`src/fbpa_pkg.sv`:
```
// shared types and constants of the fixed block pool allocator
package fbpa_pkg;

    localparam int DEF_MAX_BLOCKS = 256;
    localparam int ADDR_W         = 32;
    localparam int SIZE_W         = 16;
    localparam int COUNT_W        = 9;
    localparam int STRIDE_W       = 17;
    localparam int FUNC_W         = 2;
    localparam int IN_TDATA_W     = 40;
    localparam int OUT_TDATA_W    = 40;
    localparam int CFG_IDX_W      = 2;

    localparam logic [ADDR_W-1:0]   FIRST_DATA = 32'd16;
    localparam logic [STRIDE_W-1:0] LINK_BYTES = 17'd4;
    localparam logic [STRIDE_W-1:0] ROUND_MASK = 17'd3;

    localparam logic [CFG_IDX_W-1:0] REG_BASE_ADDRESS = 2'd0;
    localparam logic [CFG_IDX_W-1:0] REG_BLOCK_SIZE   = 2'd1;
    localparam logic [CFG_IDX_W-1:0] REG_BLOCK_COUNT  = 2'd2;

    localparam logic [ADDR_W-1:0]  RST_BASE_ADDRESS = 32'd0;
    localparam logic [SIZE_W-1:0]  RST_BLOCK_SIZE   = 16'd4;
    localparam logic [COUNT_W-1:0] RST_BLOCK_COUNT  = 9'd1;

    localparam logic [FUNC_W-1:0] FUNC_ALLOC   = 2'd0;
    localparam logic [FUNC_W-1:0] FUNC_FREE    = 2'd1;
    localparam logic [FUNC_W-1:0] FUNC_REBUILD = 2'd2;
    localparam logic [FUNC_W-1:0] FUNC_NOP     = 2'd3;

    typedef enum logic [1:0] {
        KIND_ALLOC,
        KIND_FREE,
        KIND_REBUILD,
        KIND_NONE
    } fbpa_kind_t;

    typedef struct packed {
        fbpa_kind_t        kind;
        logic [ADDR_W-1:0] offset;
    } fbpa_req_t;

    typedef enum logic [2:0] {
        ST_IDLE,
        ST_ALLOC_FIN,
        ST_DIV,
        ST_BUILD,
        ST_RESULT
    } fbpa_state_t;

endpackage

```
`src/fixed_block_pool_allocator.sv`:
```
// top level of the fixed block pool allocator: config registers, front end and back end
//
// Hands out and takes back equal-sized blocks of a pool through a LIFO free list
// of block indices kept in an on-chip link memory of MAX_BLOCKS entries. Requests
// (func 0 alloc, 1 free, 2 rebuild, 3 no-op) enter a two-entry queue and each
// gives exactly one result. An alloc does a link memory read and the
// index-times-stride multiply, a free runs the stride check through a
// one-bit-per-cycle 32-step divider, a rebuild writes the links (one link
// written per cycle); requests are worked one at a time.
// The link memory is undefined after reset and gets written by rebuild or free;
// issue a rebuild before the first alloc. Write the config registers only while
// no request is in flight.
module fixed_block_pool_allocator #(
    parameter int MAX_BLOCKS = fbpa_pkg::DEF_MAX_BLOCKS
) (
    input  logic                             clk,
    input  logic                             rst_n,
    input  logic                             s_tvalid,
    output logic                             s_tready,
    input  logic [fbpa_pkg::IN_TDATA_W-1:0]  s_tdata,   // func[1:0], address_in[33:2]
    output logic                             m_tvalid,
    input  logic                             m_tready,
    output logic [fbpa_pkg::OUT_TDATA_W-1:0] m_tdata,   // address_out[31:0], ok[32]
    input  logic                             cfg_we,
    input  logic [fbpa_pkg::CFG_IDX_W-1:0]   cfg_index,
    input  logic [fbpa_pkg::ADDR_W-1:0]      cfg_data
);
    import fbpa_pkg::*;

    localparam int IDX_W = $clog2(MAX_BLOCKS + 1);

    logic [ADDR_W-1:0]   base_address_reg;
    logic [SIZE_W-1:0]   block_size_reg;
    logic [COUNT_W-1:0]  block_count_reg;
    logic [STRIDE_W-1:0] stride;
    logic [STRIDE_W-1:0] rounded;
    logic [IDX_W-1:0]    count_eff;
    logic                q_valid;
    logic                q_pop;
    fbpa_req_t           q_req;

    always_ff @(posedge clk or negedge rst_n)
    begin
        if (!rst_n)
        begin
            base_address_reg <= RST_BASE_ADDRESS;
            block_size_reg   <= RST_BLOCK_SIZE;
            block_count_reg  <= RST_BLOCK_COUNT;
        end
        else if (cfg_we)
        begin
            case (cfg_index)
                REG_BASE_ADDRESS: base_address_reg <= cfg_data;
                REG_BLOCK_SIZE:   block_size_reg   <= cfg_data[SIZE_W-1:0];
                REG_BLOCK_COUNT:  block_count_reg  <= cfg_data[COUNT_W-1:0];
                default:          ;
            endcase
        end
    end

    always_comb
    begin
        rounded = ({1'b0, block_size_reg} + ROUND_MASK) & ~ROUND_MASK;
        stride  = rounded + LINK_BYTES;
        if (32'(block_count_reg) > 32'(MAX_BLOCKS))
        begin
            count_eff = IDX_W'(MAX_BLOCKS);
        end
        else
        begin
            count_eff = IDX_W'(block_count_reg);
        end
    end

    fbpa_front u_front (
        .clk          (clk),
        .rst_n        (rst_n),
        .s_tvalid     (s_tvalid),
        .s_tready     (s_tready),
        .s_tdata      (s_tdata),
        .base_address (base_address_reg),
        .q_valid      (q_valid),
        .q_pop        (q_pop),
        .q_req        (q_req)
    );

    fbpa_back #(
        .MAX_BLOCKS (MAX_BLOCKS),
        .IDX_W      (IDX_W)
    ) u_back (
        .clk          (clk),
        .rst_n        (rst_n),
        .q_valid      (q_valid),
        .q_pop        (q_pop),
        .q_req        (q_req),
        .base_address (base_address_reg),
        .stride       (stride),
        .count        (count_eff),
        .m_tvalid     (m_tvalid),
        .m_tready     (m_tready),
        .m_tdata      (m_tdata)
    );

endmodule

```
`src/fbpa_front.sv`:
```
// front end: takes requests, classifies them and queues them for the back end
module fbpa_front (
    input  logic                       clk,
    input  logic                       rst_n,
    input  logic                       s_tvalid,
    output logic                       s_tready,
    input  logic [fbpa_pkg::IN_TDATA_W-1:0] s_tdata,   // func, address_in
    input  logic [fbpa_pkg::ADDR_W-1:0] base_address,
    output logic                       q_valid,
    input  logic                       q_pop,
    output fbpa_pkg::fbpa_req_t        q_req
);
    import fbpa_pkg::*;

    fbpa_req_t         slot_reg [2];
    logic              wr_ptr_reg, wr_ptr_next;
    logic              rd_ptr_reg, rd_ptr_next;
    logic [1:0]        cnt_reg, cnt_next;
    logic              push;
    fbpa_req_t         req_in;
    logic [FUNC_W-1:0] func;
    logic [ADDR_W-1:0] addr;
    logic [ADDR_W-1:0] low;

    assign func = s_tdata[FUNC_W-1:0];
    assign addr = s_tdata[FUNC_W+ADDR_W-1:FUNC_W];
    assign low  = base_address + FIRST_DATA;

    always_comb
    begin
        req_in.offset = addr - low;
        unique case (func)
            FUNC_ALLOC:   req_in.kind = KIND_ALLOC;
            FUNC_FREE:    req_in.kind = (addr >= low) ? KIND_FREE : KIND_NONE;
            FUNC_REBUILD: req_in.kind = KIND_REBUILD;
            FUNC_NOP:     req_in.kind = KIND_NONE;
            default:      req_in.kind = KIND_NONE;
        endcase
    end

    assign s_tready = (cnt_reg != 2'd2);
    assign push     = s_tvalid && s_tready;
    assign q_valid  = (cnt_reg != 2'd0);
    assign q_req    = slot_reg[rd_ptr_reg];

    always_comb
    begin
        wr_ptr_next = wr_ptr_reg ^ push;
        rd_ptr_next = rd_ptr_reg ^ q_pop;
        cnt_next    = cnt_reg + {1'b0, push} - {1'b0, q_pop};
    end

    always_ff @(posedge clk or negedge rst_n)
    begin
        if (!rst_n)
        begin
            wr_ptr_reg <= 1'b0;
            rd_ptr_reg <= 1'b0;
            cnt_reg    <= 2'd0;
        end
        else
        begin
            wr_ptr_reg <= wr_ptr_next;
            rd_ptr_reg <= rd_ptr_next;
            cnt_reg    <= cnt_next;
        end
    end

    always_ff @(posedge clk)
    begin
        if (push)
        begin
            slot_reg[wr_ptr_reg] <= req_in;
        end
    end

endmodule

```
`src/fbpa_div.sv`:
```
// bit-serial restoring divider for the free address stride check
module fbpa_div (
    input  logic                          clk,
    input  logic                          rst_n,
    input  logic                          start,
    input  logic [fbpa_pkg::ADDR_W-1:0]   dividend,
    input  logic [fbpa_pkg::STRIDE_W-1:0] divisor,
    output logic                          done,
    output logic [fbpa_pkg::ADDR_W-1:0]   quotient,
    output logic [fbpa_pkg::STRIDE_W-1:0] remainder
);
    import fbpa_pkg::*;

    localparam int STEP_W = $clog2(ADDR_W);

    logic                busy_reg, busy_next;
    logic                done_reg, done_next;
    logic [STEP_W-1:0]   step_reg, step_next;
    logic [STRIDE_W:0]   rem_reg, rem_next;
    logic [ADDR_W-1:0]   quo_reg, quo_next;
    logic [STRIDE_W-1:0] dsr_reg, dsr_next;
    logic [STRIDE_W:0]   trial;

    assign trial = {rem_reg[STRIDE_W-1:0], quo_reg[ADDR_W-1]};

    always_comb
    begin
        busy_next = busy_reg;
        done_next = 1'b0;
        step_next = step_reg;
        rem_next  = rem_reg;
        quo_next  = quo_reg;
        dsr_next  = dsr_reg;
        if (start)
        begin
            busy_next = 1'b1;
            step_next = '0;
            rem_next  = '0;
            quo_next  = dividend;
            dsr_next  = divisor;
        end
        else if (busy_reg)
        begin
            if (trial >= {1'b0, dsr_reg})
            begin
                rem_next = trial - {1'b0, dsr_reg};
                quo_next = {quo_reg[ADDR_W-2:0], 1'b1};
            end
            else
            begin
                rem_next = trial;
                quo_next = {quo_reg[ADDR_W-2:0], 1'b0};
            end
            step_next = step_reg + 1'b1;
            if (step_reg == STEP_W'(ADDR_W - 1))
            begin
                busy_next = 1'b0;
                done_next = 1'b1;
            end
        end
    end

    always_ff @(posedge clk or negedge rst_n)
    begin
        if (!rst_n)
        begin
            busy_reg <= 1'b0;
            done_reg <= 1'b0;
            step_reg <= '0;
        end
        else
        begin
            busy_reg <= busy_next;
            done_reg <= done_next;
            step_reg <= step_next;
        end
    end

    always_ff @(posedge clk)
    begin
        rem_reg <= rem_next;
        quo_reg <= quo_next;
        dsr_reg <= dsr_next;
    end

    assign done      = done_reg;
    assign quotient  = quo_reg;
    assign remainder = rem_reg[STRIDE_W-1:0];

endmodule

```
`src/fbpa_back.sv`:
```
// back end: free list state, link memory, operation sequencer and result register
module fbpa_back #(
    parameter int MAX_BLOCKS = fbpa_pkg::DEF_MAX_BLOCKS,
    parameter int IDX_W      = $clog2(MAX_BLOCKS + 1)
) (
    input  logic                            clk,
    input  logic                            rst_n,
    input  logic                            q_valid,
    output logic                            q_pop,
    input  fbpa_pkg::fbpa_req_t             q_req,
    input  logic [fbpa_pkg::ADDR_W-1:0]     base_address,
    input  logic [fbpa_pkg::STRIDE_W-1:0]   stride,
    input  logic [IDX_W-1:0]                count,
    output logic                            m_tvalid,
    input  logic                            m_tready,
    output logic [fbpa_pkg::OUT_TDATA_W-1:0] m_tdata  // address_out, ok
);
    import fbpa_pkg::*;

    localparam int AW   = (MAX_BLOCKS > 1) ? $clog2(MAX_BLOCKS) : 1;
    localparam int PR_W = IDX_W + STRIDE_W;
    localparam logic [IDX_W-1:0] END_MARK = IDX_W'(MAX_BLOCKS);

    fbpa_state_t       state_reg, state_next;
    logic [IDX_W-1:0]  head_reg, head_next;
    logic [IDX_W-1:0]  cnt_reg, cnt_next;
    logic [PR_W-1:0]   prod_reg, prod_next;
    logic [ADDR_W-1:0] res_addr_reg, res_addr_next;
    logic              res_ok_reg, res_ok_next;
    logic              m_tvalid_reg, m_tvalid_next;
    logic [ADDR_W-1:0] out_addr_reg, out_addr_next;
    logic              out_ok_reg, out_ok_next;
    logic              out_free;

    logic [IDX_W-1:0]  link_mem [MAX_BLOCKS];
    logic [IDX_W-1:0]  rd_data_reg;
    logic              wr_en;
    logic [AW-1:0]     wr_addr;
    logic [IDX_W-1:0]  wr_data;

    logic              div_start;
    logic              div_done;
    logic [ADDR_W-1:0] div_quo;
    logic [STRIDE_W-1:0] div_rem;
    logic [IDX_W-1:0]  cnt_inc;

    fbpa_div u_div (
        .clk       (clk),
        .rst_n     (rst_n),
        .start     (div_start),
        .dividend  (q_req.offset),
        .divisor   (stride),
        .done      (div_done),
        .quotient  (div_quo),
        .remainder (div_rem)
    );

    assign out_free = !m_tvalid_reg || m_tready;
    assign cnt_inc  = cnt_reg + 1'b1;

    always_comb
    begin
        state_next    = state_reg;
        head_next     = head_reg;
        cnt_next      = cnt_reg;
        prod_next     = prod_reg;
        res_addr_next = res_addr_reg;
        res_ok_next   = res_ok_reg;
        m_tvalid_next = m_tvalid_reg && !m_tready;
        out_addr_next = out_addr_reg;
        out_ok_next   = out_ok_reg;
        q_pop         = 1'b0;
        div_start     = 1'b0;
        wr_en         = 1'b0;
        wr_addr       = cnt_reg[AW-1:0];
        wr_data       = head_reg;
        unique case (state_reg)
            ST_IDLE:
            begin
                if (q_valid)
                begin
                    q_pop         = 1'b1;
                    res_addr_next = '0;
                    res_ok_next   = 1'b0;
                    state_next    = ST_RESULT;
                    unique case (q_req.kind)
                        KIND_ALLOC:
                        begin
                            if (head_reg != END_MARK)
                            begin
                                prod_next  = PR_W'(head_reg) * PR_W'(stride);
                                state_next = ST_ALLOC_FIN;
                            end
                        end
                        KIND_FREE:
                        begin
                            div_start  = 1'b1;
                            state_next = ST_DIV;
                        end
                        KIND_REBUILD:
                        begin
                            res_ok_next = 1'b1;
                            cnt_next    = '0;
                            if (count == '0)
                            begin
                                head_next = END_MARK;
                            end
                            else
                            begin
                                head_next  = '0;
                                state_next = ST_BUILD;
                            end
                        end
                        KIND_NONE:
                        begin
                            res_ok_next = 1'b0;
                        end
                        default:
                        begin
                            res_ok_next = 1'b0;
                        end
                    endcase
                end
            end
            ST_ALLOC_FIN:
            begin
                head_next     = rd_data_reg;
                res_addr_next = base_address + FIRST_DATA + ADDR_W'(prod_reg);
                res_ok_next   = 1'b1;
                state_next    = ST_RESULT;
            end
            ST_DIV:
            begin
                if (div_done)
                begin
                    if ((div_rem == '0) && (div_quo < ADDR_W'(count)))
                    begin
                        wr_en       = 1'b1;
                        wr_addr     = div_quo[AW-1:0];
                        wr_data     = head_reg;
                        head_next   = div_quo[IDX_W-1:0];
                        res_ok_next = 1'b1;
                    end
                    state_next = ST_RESULT;
                end
            end
            ST_BUILD:
            begin
                wr_en    = 1'b1;
                wr_addr  = cnt_reg[AW-1:0];
                wr_data  = (cnt_inc < count) ? cnt_inc : END_MARK;
                cnt_next = cnt_inc;
                if (cnt_inc == count)
                begin
                    state_next = ST_RESULT;
                end
            end
            ST_RESULT:
            begin
                if (out_free)
                begin
                    m_tvalid_next = 1'b1;
                    out_addr_next = res_addr_reg;
                    out_ok_next   = res_ok_reg;
                    state_next    = ST_IDLE;
                end
            end
            default:
            begin
                state_next = ST_IDLE;
            end
        endcase
    end

    always_ff @(posedge clk or negedge rst_n)
    begin
        if (!rst_n)
        begin
            state_reg    <= ST_IDLE;
            head_reg     <= END_MARK;
            m_tvalid_reg <= 1'b0;
        end
        else
        begin
            state_reg    <= state_next;
            head_reg     <= head_next;
            m_tvalid_reg <= m_tvalid_next;
        end
    end

    always_ff @(posedge clk)
    begin
        cnt_reg      <= cnt_next;
        prod_reg     <= prod_next;
        res_addr_reg <= res_addr_next;
        res_ok_reg   <= res_ok_next;
        out_addr_reg <= out_addr_next;
        out_ok_reg   <= out_ok_next;
    end

    // link memory, one write and one registered read per cycle
    always_ff @(posedge clk)
    begin
        if (wr_en)
        begin
            link_mem[wr_addr] <= wr_data;
        end
        rd_data_reg <= link_mem[head_reg[AW-1:0]];
    end

    assign m_tvalid = m_tvalid_reg;
    assign m_tdata  = {{(OUT_TDATA_W - ADDR_W - 1){1'b0}}, out_ok_reg, out_addr_reg};

endmodule

```
`config.mk`:
```
export PLATFORM = sky130hd
export DESIGN_NAME = fixed_block_pool_allocator
export DESIGN_NICKNAME = d
export VERILOG_FILES = /design/src/fbpa_pkg.sv /design/src/fixed_block_pool_allocator.sv /design/src/fbpa_front.sv /design/src/fbpa_div.sv /design/src/fbpa_back.sv
export SDC_FILE = /design/constraint.sdc
export NUM_CORES = 2
export LEC_CHECK = 0
export BUFFER_PORTS_ARGS = -buffer_cell sky130_fd_sc_hd__buf_4
export CAP_MARGIN = 20
export CORE_MARGIN = 2
export CORE_UTILIZATION = 40
export DETAILED_ROUTE_END_ITERATION = 10
export GPL_TIMING_DRIVEN = 0
export SLEW_MARGIN = 30
export SYNTH_ARGS = -nofsm -noshare
export SYNTH_HDL_FRONTEND = slang
export SYNTH_HIERARCHICAL = 1
export SYNTH_SLANG_ARGS = --single-unit
```
`constraint.sdc`:
```
create_clock -name clk -period 30.8 [get_ports clk]
set_clock_uncertainty 0.05 [all_clocks]
set_input_delay 1.54 -clock clk [delete_from_list [all_inputs] [get_ports clk]]
set_output_delay 1.54 -clock clk [all_outputs]
set_load 0.005 [all_outputs]
```
==> flow_metrics.env <==
export IMPL_status="finished, final reports clean"
export IMPL_path_buf_inv=10
export IMPL_synth_cells=6012
export IMPL_synthFlopType="edfxtp_1"
export IMPL_dpl_hpwl_um=268300
export IMPL_root_buffer="clkbuf_16"
export IMPL_htree_levels=5
export IMPL_antenna_found_initial=33
export IMPL_cp_slowest_cell="buf_2"
export IMPL_crit_fanout=10
export IMPL_ant_nets=0
export IMPL_avgViaCountPerCell=6.137
export IMPL_grt_usage_pct=26.61
export IMPL_die_h_um=534.3
export IMPL_fin_setup_tns_ns=0
export IMPL_clk_pin_slew_worst_paths_ns=0.06
export IMPL_cp_cell_sequence="buf_2 > clkbuf_1 > buf_2 > buf_2 > buf_2 > clkbuf_1 > clkbuf_1 > nand2_1 > fa_1 > inv_1 > fa_1 > inv_1 > fa_1 > fa_1 > inv_1 > ha_1 > o31ai_1 > a2111oi_0 > nor3b_1 > o21ai_0 > a211o_1 > a21oi_1 > xnor2_1"
export IMPL_totalWireLength_um=385200
export IMPL_hold_class="flop to flop"
export IMPL_area_delta_synth_final_pct=16.64
export IMPL_rows=194
export IMPL_grt_max_degree=82
export IMPL_p_per_area_nw_per_um2=88.11
export IMPL_worstHoldStart="u_back/res_addr_reg[8]"
export IMPL_ios=121
export IMPL_synth_top_area_cell="edfxtp_1"
export IMPL_report_final_slew_viol_count=0
export IMPL_drtPass1Iterations=6
export IMPL_postCtsSetupBuffers=0
export IMPL_finalHoldViolCount=0
export IMPL_p_leak_nw=43.62
export IMPL_final_layout_size_suffix_gt1_share_pct=29.45
export IMPL_period_share_pct=31.72
export IMPL_numCtsBuffers=286
export IMPL_globalplace_congestion=1.008
export IMPL_clkSinkCount=2629
export IMPL_final_area_um2=131200
export IMPL_power_total_mw=11.56
export IMPL_nets=6958
export IMPL_port_buffers=107
export IMPL_cp_depth=23
export IMPL_relSlewSlack_pct=21.65
export IMPL_synth_top_cell_area_share_pct=67.32
export IMPL_fin_crit_ns=9.769
export IMPL_clock_path_buffers=4
export IMPL_reg2reg_depth=23
export IMPL_ys_ff_latch=2629
export IMPL_grt_pass1_wl_um=518600
export IMPL_synth_area_per_cell_um2=18.71
export IMPL_yosysWarnings=6
export IMPL_fmax_mhz=102.4
export IMPL_critPathCaptureType="flop"
export IMPL_wl_per_cell_um=36.58
export IMPL_r2r_start="u_back/head_reg[1]"
export IMPL_rsz0062_at_grt="false"
export IMPL_worst_setup_path_start_kind="flop"
export IMPL_reg2reg_slack_ns=21.03
export IMPL_dr_first_iter_drc_count=9582
export IMPL_worstPathArrival_ns=10.31
export IMPL_required_ns=31.34
export IMPL_hold_path_depth=0
export IMPL_seq_area_frac_synth_pct=69.58
export IMPL_yosysMostFrequentCell="edfxtp_1"
export IMPL_largest_reg_flops=2304
export IMPL_min_to="u_back/out_addr_reg[8]"
export IMPL_drc=0
export IMPL_max_vdd_ir_drop_mv=0.05049
export IMPL_worst_pin_slew_ns=1.175
export IMPL_cts_resized=0
export IMPL_dpl_instance_area_um2=122300
export IMPL_async_flop_share_pct=3.081
export IMPL_initial_utilization_pct=40.23
export IMPL_syn_cell_area_um2=112500
export IMPL_fillCellCount=23430
export IMPL_grt_pass1_vias=62370
export IMPL_grt_overflow_total=0
export IMPL_synth_edf_count=2522
export IMPL_dieArea_um2=285500
export IMPL_cts_tree="built"
export IMPL_r2r_end="u_back/prod_reg[24]"
export IMPL_ys_types=99
export IMPL_yosys_top_cells_area="edfxtp_1 67%, mux4_2 14%, fa_1 1.9%, ha_1 1.9%, dfrtp_1 1.7%"
export IMPL_cp_top_family="buffers and inverters"
export IMPL_die_width_um=534.3
export IMPL_path_class="flop to flop"
export IMPL_finalSetupViolCount=0
export IMPL_crit_path_max_incr_delay_ns=0.87
export IMPL_ctsHoldBuffers=0
export IMPL_max_cap_violations=0
export IMPL_via_count=64630
export IMPL_synth_common_cells="2522 x edfxtp_1, 694 x mux4_2, 420 x nor2_1"
export IMPL_core_um2=279600
export IMPL_clk_latency_ns=0.85
[cell families (layout without fill, tap and decap cells)]
family	Yosys count	count (layout)	synth area share, %
muxes	930	930	16.14
AOI/OAI and AO/OA	486	486	2.984
other	2	36	0.006675
buffers and inverters	521	1283	2.110
and+or+nand+nor	1031	1031	4.295
xor gates and xnor gates	131	131	1.020
DFF	2629	2629	69.58
adders and majority gates	282	282	3.864
[how the worst max path moves through the flow]
stage,startpoint,endpoint,slack [ns]
global route,u_back/head_reg[1],u_back/prod_reg[24],20.97
floorplan,u_back/cnt_reg[0],u_back/link_mem[0][2],15.85
global placement,u_back/cnt_reg[0],u_back/link_mem[94][2],2.80
finish,u_back/head_reg[1],u_back/prod_reg[24],21.03
CTS,u_back/head_reg[1],u_back/prod_reg[24],21.23
detailed placement,u_back/head_reg[1],u_back/prod_reg[24],21.25
[layout by cell type (no fill, tap or decap), drive strengths merged, types with 12 or more instances in the layout]
master   Yosys  layout
nand4       27      27
o22ai       20      20
nor2       420     420
and2       113     113
edfxtp    2522    2522
clkinv       1      96
nand2b      29      29
nor2b       29      29
a21o        34      34
mux4       694     694
inv        207     217
a211oi      25      25
mux2       130     130
a21oi      123     123
dfrtp       78      78
bufinv       0      15
nand3       54      54
fa         109     109
a31oi       34      34
xor2        76      76
or2         12      12
a2111oi     17      17
nor4        26      26
o21ai       73      73
o221ai      23      23
nor3        44      44
o21a        22      22
xnor2       55      55
buf        173     443
mux2i      106     106
conb         2      27
o31ai       15      15
clkbuf     140     504
nand2      216     216
dfxtp       26      26
and3        22      22
ha         173     173
[power by group]
group	internal (mW)	total (mW)	switching (mW)	leakage, nW
registers	4.42	4.54	0.122	24.5
clock network	1.90	3.30	1.40	4.29
logic	1.32	3.72	2.40	14.8
[layer usage]
metal / track usage (%) / wire [um]
met5: 0.3831 / 379
met1: 34.73 / 143400
met4: 13.33 / 23510
met3: 8.240 / 46000
met2: 40.34 / 172000
[final cells by class]
type / count / area, um^2 / area share [%]
buffer: 313 / 1693 / 1.290
inverter: 208 / 780.7 / 0.5950
timing repair buffer: 272 / 4045 / 3.083
sequential: 2629 / 78280 / 59.66
clock buffer: 362 / 7726 / 5.888
tap: 3724 / 4659 / 3.551
antenna: 9 / 22.52 / 0.01716
clock inverter: 128 / 1091 / 0.8314
multi-input combinational: 2887 / 32920 / 25.09
[metrics by stage]
stage          std cells  setup slack [ns]  util, %  hold WS [ns]
3_3_place_gp        9868             2.804    42.22        0.3543
4_1_cts            10520             21.23    46.88        0.3507
5_1_grt            10530             20.97    46.92        0.3628
6_report           10530             21.03    46.93        0.3545
2_1_floorplan       6037             15.85        -        0.3503
3_5_place_dp       10030             21.25    43.73        0.3545
Power figures use the tool's default switching activity.
